==> config.mk <==
export PLATFORM = sky130hd
export DESIGN_NAME = dmc_ctrl
export DESIGN_NICKNAME = d
export VERILOG_FILES = /design/src/sv/dmc_pkg.sv /design/src/sv/dmc_ctrl.sv
export VERILOG_INCLUDE_DIRS = /design/src /design/src/sv
export SDC_FILE = /design/constraint.sdc
export NUM_CORES = 1
export LEC_CHECK = 0
export ABC_AREA = 1
export BUFFER_PORTS_ARGS = -buffer_cell sky130_fd_sc_hd__buf_4
export CORE_AREA = 2 2 39 41
export CTS_CLUSTER_DIAMETER = 30
export DETAILED_ROUTE_END_ITERATION = 6
export DIE_AREA = 0 0 41 43
export HOLD_SLACK_MARGIN = 0.08
export PLACE_DENSITY = 0.81
export SLEW_MARGIN = 20
export SYNTH_ARGS = -nofsm -noshare
export SYNTH_HDL_FRONTEND = slang
export SYNTH_SLANG_ARGS = --single-unit
==> constraint.sdc <==
create_clock -name clk -period 1.73 [get_ports clk]
set_input_delay 0.2595 -clock clk [delete_from_list [all_inputs] [get_ports clk]]
set_output_delay 0.2595 -clock clk [all_outputs]
set_load 0.05 [all_outputs]
==> src/sv/direct_mapped_writeback_cache_defines.svh <==
// Assertion macros used by the cache controller module.
// Needs a clock named clk and a reset named rst in the including scope.
`ifndef DIRECT_MAPPED_WRITEBACK_CACHE_DEFINES_SVH
`define DIRECT_MAPPED_WRITEBACK_CACHE_DEFINES_SVH

// Same-cycle implication, checked outside reset
`define DMC_ASSERT_IMP(lbl, ante, cons, msg) \
  lbl: assert property (@(posedge clk) disable iff (rst) (ante) |-> (cons)) else $error(msg);

// Next-cycle implication, checked outside reset
`define DMC_ASSERT_NXT(lbl, ante, cons, msg) \
  lbl: assert property (@(posedge clk) disable iff (rst) (ante) |=> (cons)) else $error(msg);

`endif

==> src/sv/dmc_pkg.sv <==
// Shared types and codes for the direct-mapped write-back cache.
// No dependencies.
package dmc_pkg;

  localparam logic [1:0] OP_READ  = 2'd0;
  localparam logic [1:0] OP_WRITE = 2'd1;
  localparam logic [1:0] OP_FILL  = 2'd2;

  localparam logic [2:0] K_READ    = 3'd0;
  localparam logic [2:0] K_WRITE   = 3'd1;
  localparam logic [2:0] K_WB      = 3'd2;
  localparam logic [2:0] K_FILLREQ = 3'd3;
  localparam logic [2:0] K_ERR     = 3'd4;

  // Result address select
  localparam logic [1:0] ASEL_ZERO = 2'd0;
  localparam logic [1:0] ASEL_WB   = 2'd1;
  localparam logic [1:0] ASEL_FILL = 2'd2;

  typedef struct packed {
    logic       cap_in;
    logic       drd_in;
    logic       drd_wb;
    logic       drd_held;
    logic       wb_clr;
    logic       wb_inc;
    logic       fill_wr;
    logic       fill_done;
    logic       line_inval;
    logic       store;
    logic       out_load;
    logic [2:0] out_kind;
    logic       out_hit;
    logic       out_last;
    logic       out_dsel;
    logic [1:0] out_asel;
  } cmd_t;

  typedef struct packed {
    logic hit;
    logic dirty;
    logic wb_last;
    logic fill_last;
    logic held_write;
    logic out_free;
  } sts_t;

endpackage

==> src/sv/dmc_ctrl.sv <==
// Controller state machine of the cache: lookup, writeback, fill, completion.
// Depends on dmc_pkg and direct_mapped_writeback_cache_defines.svh.
`include "direct_mapped_writeback_cache_defines.svh"
module dmc_ctrl
  import dmc_pkg::*;
(
  input  logic       clk,
  input  logic       rst,
  input  logic       in_valid,
  input  logic [1:0] opcode,
  output logic       in_ready,
  output cmd_t       cmd,
  input  sts_t       sts
);

  localparam logic [2:0] S_IDLE   = 3'd0;
  localparam logic [2:0] S_LOOK   = 3'd1;
  localparam logic [2:0] S_WB_RD  = 3'd2;
  localparam logic [2:0] S_WB_OUT = 3'd3;
  localparam logic [2:0] S_FREQ   = 3'd4;
  localparam logic [2:0] S_WAIT   = 3'd5;
  localparam logic [2:0] S_CMP_RD = 3'd6;
  localparam logic [2:0] S_CMP    = 3'd7;

  logic [2:0] state, state_next;
  logic       hit_r, hit_r_next;
  logic       acc;

  assign in_ready = (state == S_IDLE || state == S_WAIT) && sts.out_free;
  assign acc      = in_valid && in_ready;

  // Next state and commands
  always_comb begin
    state_next = state;
    hit_r_next = hit_r;
    cmd        = '0;
    case (state)
      S_IDLE: begin
        if (acc) begin
          if (opcode == OP_READ || opcode == OP_WRITE) begin
            cmd.cap_in = 1'b1;
            cmd.drd_in = 1'b1;
            state_next = S_LOOK;
          end else begin
            cmd.out_load = 1'b1;
            cmd.out_kind = K_ERR;
            cmd.out_last = 1'b1;
          end
        end
      end
      S_LOOK: begin
        if (sts.hit) begin
          hit_r_next = 1'b1;
          state_next = S_CMP;
        end else if (sts.dirty) begin
          cmd.wb_clr = 1'b1;
          state_next = S_WB_RD;
        end else begin
          state_next = S_FREQ;
        end
      end
      S_WB_RD: begin
        cmd.drd_wb = 1'b1;
        state_next = S_WB_OUT;
      end
      S_WB_OUT: begin
        if (sts.out_free) begin
          cmd.out_load = 1'b1;
          cmd.out_kind = K_WB;
          cmd.out_asel = ASEL_WB;
          cmd.out_dsel = 1'b1;
          cmd.wb_inc   = 1'b1;
          state_next   = sts.wb_last ? S_FREQ : S_WB_RD;
        end
      end
      S_FREQ: begin
        if (sts.out_free) begin
          cmd.out_load   = 1'b1;
          cmd.out_kind   = K_FILLREQ;
          cmd.out_asel   = ASEL_FILL;
          cmd.out_last   = 1'b1;
          cmd.line_inval = 1'b1;
          hit_r_next     = 1'b0;
          state_next     = S_WAIT;
        end
      end
      S_WAIT: begin
        if (acc) begin
          if (opcode == OP_FILL) begin
            cmd.fill_wr = 1'b1;
            if (sts.fill_last) begin
              cmd.fill_done = 1'b1;
              state_next    = S_CMP_RD;
            end
          end else begin
            cmd.out_load = 1'b1;
            cmd.out_kind = K_ERR;
            cmd.out_last = 1'b1;
          end
        end
      end
      S_CMP_RD: begin
        cmd.drd_held = 1'b1;
        state_next   = S_CMP;
      end
      S_CMP: begin
        if (sts.out_free) begin
          cmd.out_load = 1'b1;
          cmd.out_hit  = hit_r;
          cmd.out_last = 1'b1;
          if (sts.held_write) begin
            cmd.store    = 1'b1;
            cmd.out_kind = K_WRITE;
          end else begin
            cmd.out_kind = K_READ;
            cmd.out_dsel = 1'b1;
          end
          state_next = S_IDLE;
        end
      end
      default: state_next = S_IDLE;
    endcase
  end

  // State registers
  always_ff @(posedge clk) begin
    if (rst) begin
      state <= S_IDLE;
      hit_r <= 1'b0;
    end else begin
      state <= state_next;
      hit_r <= hit_r_next;
    end
  end

  `DMC_ASSERT_IMP(a_load_free, cmd.out_load, sts.out_free, "result loaded over a waiting result")
  `DMC_ASSERT_NXT(a_fill_end, acc && state == S_WAIT && opcode == OP_FILL && sts.fill_last, state == S_CMP_RD, "last fill word did not start completion")
  `DMC_ASSERT_NXT(a_inval_wait, cmd.line_inval, state == S_WAIT, "fill request did not enter fill wait")

endmodule

==> impl_metrics.env <==
export IMPL_clk_pin_slew_worst_paths_ps=40
export IMPL_fin_setup_tns_ps=-26.4
export IMPL_synth_area_um2=536
export IMPL_crit_fanout=6
export IMPL_crit_family="simple AND/OR/NAND/NOR gates"
export IMPL_die_y_um=43
export IMPL_powerDensity_nw_per_um2=1360
export IMPL_synth_common_cells="26 x nor2_1, 20 x nand2_1, 16 x inv_1, 9 x nand3_1, 5 x a21oi_1"
export IMPL_grt_ovfl_total=0
export IMPL_setup_viol=2
export IMPL_syn2layout_area_growth_pct=78.5
export IMPL_crit_buf_inv=1
export IMPL_placed_cells=148
export IMPL_drc=0
export IMPL_cts_tree="done"
export IMPL_routabilityCongestion=0.866
export IMPL_synthCells=102
export IMPL_finalCritPeriodShare=1.01
export IMPL_crit_arrival_ps=1490
export IMPL_worstSkewPairLatency_ps=240
export IMPL_dieArea_um2=1760
export IMPL_cp_common_cell="nand2_4"
export IMPL_syn_num_nets=113
export IMPL_fillers=117
export IMPL_r2r_cells=7
export IMPL_cp_end_kind="output pin"
export IMPL_crit_path_max_incr_delay_ps=360
export IMPL_worst_pin_slew_ps=423
export IMPL_clock_sinks=4
export IMPL_start_util=0.387
export IMPL_fmax_mhz=573
export IMPL_ys_warnings_count=0
export IMPL_grt_max_degree=10
export IMPL_min_path_type="primary input to register"
export IMPL_slew_headroom=0.718
export IMPL_startpoint_type="register"
export IMPL_whs_ps=184
export IMPL_fin_worst_skew_ps=7.50
export IMPL_routed_wl_um=1710
export IMPL_final_cells=153
export IMPL_nets=150
export IMPL_synth_edf_count=0
export IMPL_cts_hold_fix_buffers=0
export IMPL_io_pins=31
export IMPL_place_detailed_hpwl_um=1360
export IMPL_htree_levels=1
export IMPL_slowest_stage="dfxtp_4"
export IMPL_cts_root_buf="clkbuf_4"
export IMPL_rows=14
export IMPL_grt_pass1_wl_um=2790
export IMPL_maxSlewViolCount=0
export IMPL_min_from="rst"
export IMPL_p_leak_uw=0.000482
export IMPL_min_period_ps=1740
export IMPL_vdd_drop_max_mv=0.786
export IMPL_crit_chain="nor2_4 -> nand2_4 -> a21oi_4 -> nand2_4 -> nor3_2 -> buf_6"
export IMPL_post_synth_cell_area_avg_um2=5.25
export IMPL_grt_use_total=0.221
export IMPL_max_cap_viol_count=0
export IMPL_rrSetupSlack_ps=390
export IMPL_portBuffers=30
export IMPL_worstReg2RegEnd="state[0]"
export IMPL_firstDrtPassIters=2
export IMPL_status="finished with violations"
export IMPL_ys_seq_area_frac=0.150
export IMPL_grt_pass1_vias=698
export IMPL_yosys_area_top_type_share=0.182
export IMPL_clockBufferDepth=2
export IMPL_required_ps=1470
export IMPL_synth_largest_area_cell="nor2_1"
export IMPL_avgViaCountPerCell=4.85
export IMPL_cts_inserted_buffers=3
export IMPL_coreArea_um2=1380
export IMPL_ant_nets=0
export IMPL_crit_type="register to output pin"
export IMPL_rsz0062_at_grt="true"
export IMPL_antenna_found_initial=0
export IMPL_holdPathStages=2
export IMPL_netlist_top_cells_area="nor2_1 18%, dfxtp_1 15%, nand2_1 14%, inv_1 11%, nand3_1 8.4%"
export IMPL_detail_route_iter0_violations=8
export IMPL_drive_above_1_share=0.518
export IMPL_synth_ff_type="dfxtp_1"
export IMPL_vias=742
export IMPL_fp_dieW_um=41
export IMPL_whs_endpoint="hit_r"
export IMPL_synthMostInstantiatedCell="nor2_1"
export IMPL_failed_checks="setup timing"
export IMPL_ys_seq_elements=4
export IMPL_synthArstFlopShare=0
export IMPL_wl_per_cell_um=11.2
export IMPL_antenna_cells=0
export IMPL_hold_viol_final=0
export IMPL_layout_setup_ws_ps=-14.8
export IMPL_ys_types=21
export IMPL_r2r_start="state[1]"
-- where the power goes --
group          switching [uW]  leakage (uW)  internal [uW]  total (uW)
Combinational             632      0.000433            349         981
Clock                    38.3     0.0000138           77.6         116
Sequential               66.0     0.0000346            137         203
-- placed cells by master (no fill, tap or decap) --
cell type,n
o22ai_2,1
nand2_2,3
o21ai_1,1
nor2_2,6
clkinvlp_4,1
inv_1,13
nand2_4,2
inv_2,3
nor2_1,21
dfxtp_2,1
dfxtp_1,1
nand4_1,1
buf_4,29
clkbuf_4,3
buf_8,1
a21oi_4,2
nor2_4,2
a21oi_1,4
nand3b_1,1
nor3_4,1
o21ai_2,2
nand2_1,17
buf_6,6
nor3_2,2
nand3_2,4
dfxtp_4,2
nand3_1,7
-- worst reg2reg max path, cell delays in order, from the launching register on --
cell	delay, ps
dfxtp_2	420
nor2_4	70
nand2_1	220
a21oi_1	100
nor2_1	200
nand3_1	110
nand2_1	80
nor2_1	40
-- sequential cells by signal, indices dropped and copies added, names as in the netlist --
signal	cells
hit_r	1
state	3
-- area by class of cell --
class	instances	area, um^2	share of cell area
Clock buffer	3	22.5	0.0236
Multi-Input combinational cell	77	457	0.478
Tap cell	16	20.0	0.0209
Inverter	17	67.6	0.0707
Sequential cell	4	88.8	0.0929
Timing Repair Buffer	36	300	0.314
-- through the flow --
stage	area [um^2]	worst slack, ps	utilization	power, uW
CTS	910	0.735	0.657	1240
detailed placement	855	53.9	0.618	1080
global route	956	-114	0.691	1410
floorplan	618	-439	-	894
finish	956	-14.8	0.691	1300
global placement	855	123	0.618	1060
-- logic make-up (layout without fill, tap and decap cells) --
| group | after synthesis | in the layout | synth area share |
|---|---|---|---|
| compound gates | 10 | 10 | 0.110 |
| buf+inv | 21 | 56 | 0.185 |
| flops | 4 | 4 | 0.150 |
| simple gates | 67 | 67 | 0.556 |
-- how the worst max path moves through the flow --
stage                          to  cells after the start  slack [ps]      from
final                     cmd[11]                      6         -10  state[0]
after global routing       cmd[8]                      7        -110  state[0]
after CTS                  cmd[8]                      7         0.7  state[0]
after detailed placement   cmd[8]                      7          50  state[2]
after global placement     cmd[8]                      7         120  state[2]
after floorplan           cmd[18]                      7        -440  state[0]
-- timing repair --
action / 4_1_cts / 5_1_grt
setup endpoints to repair: 11 / 11
gates resized for setup: 9 / 13
cloned: 0 / 0
pin swaps: 3 / 2
setup buffers: 1 / 1
-- routing by layer --
layer  up-vias  share of wire  track usage
li1        385              -            -
met1       334           0.41        0.244
met2        23           0.55        0.413
met3         0          0.040       0.0471
met4         0              0       0.0200
met5         -              0            0
(Power assumes the default switching activity.)
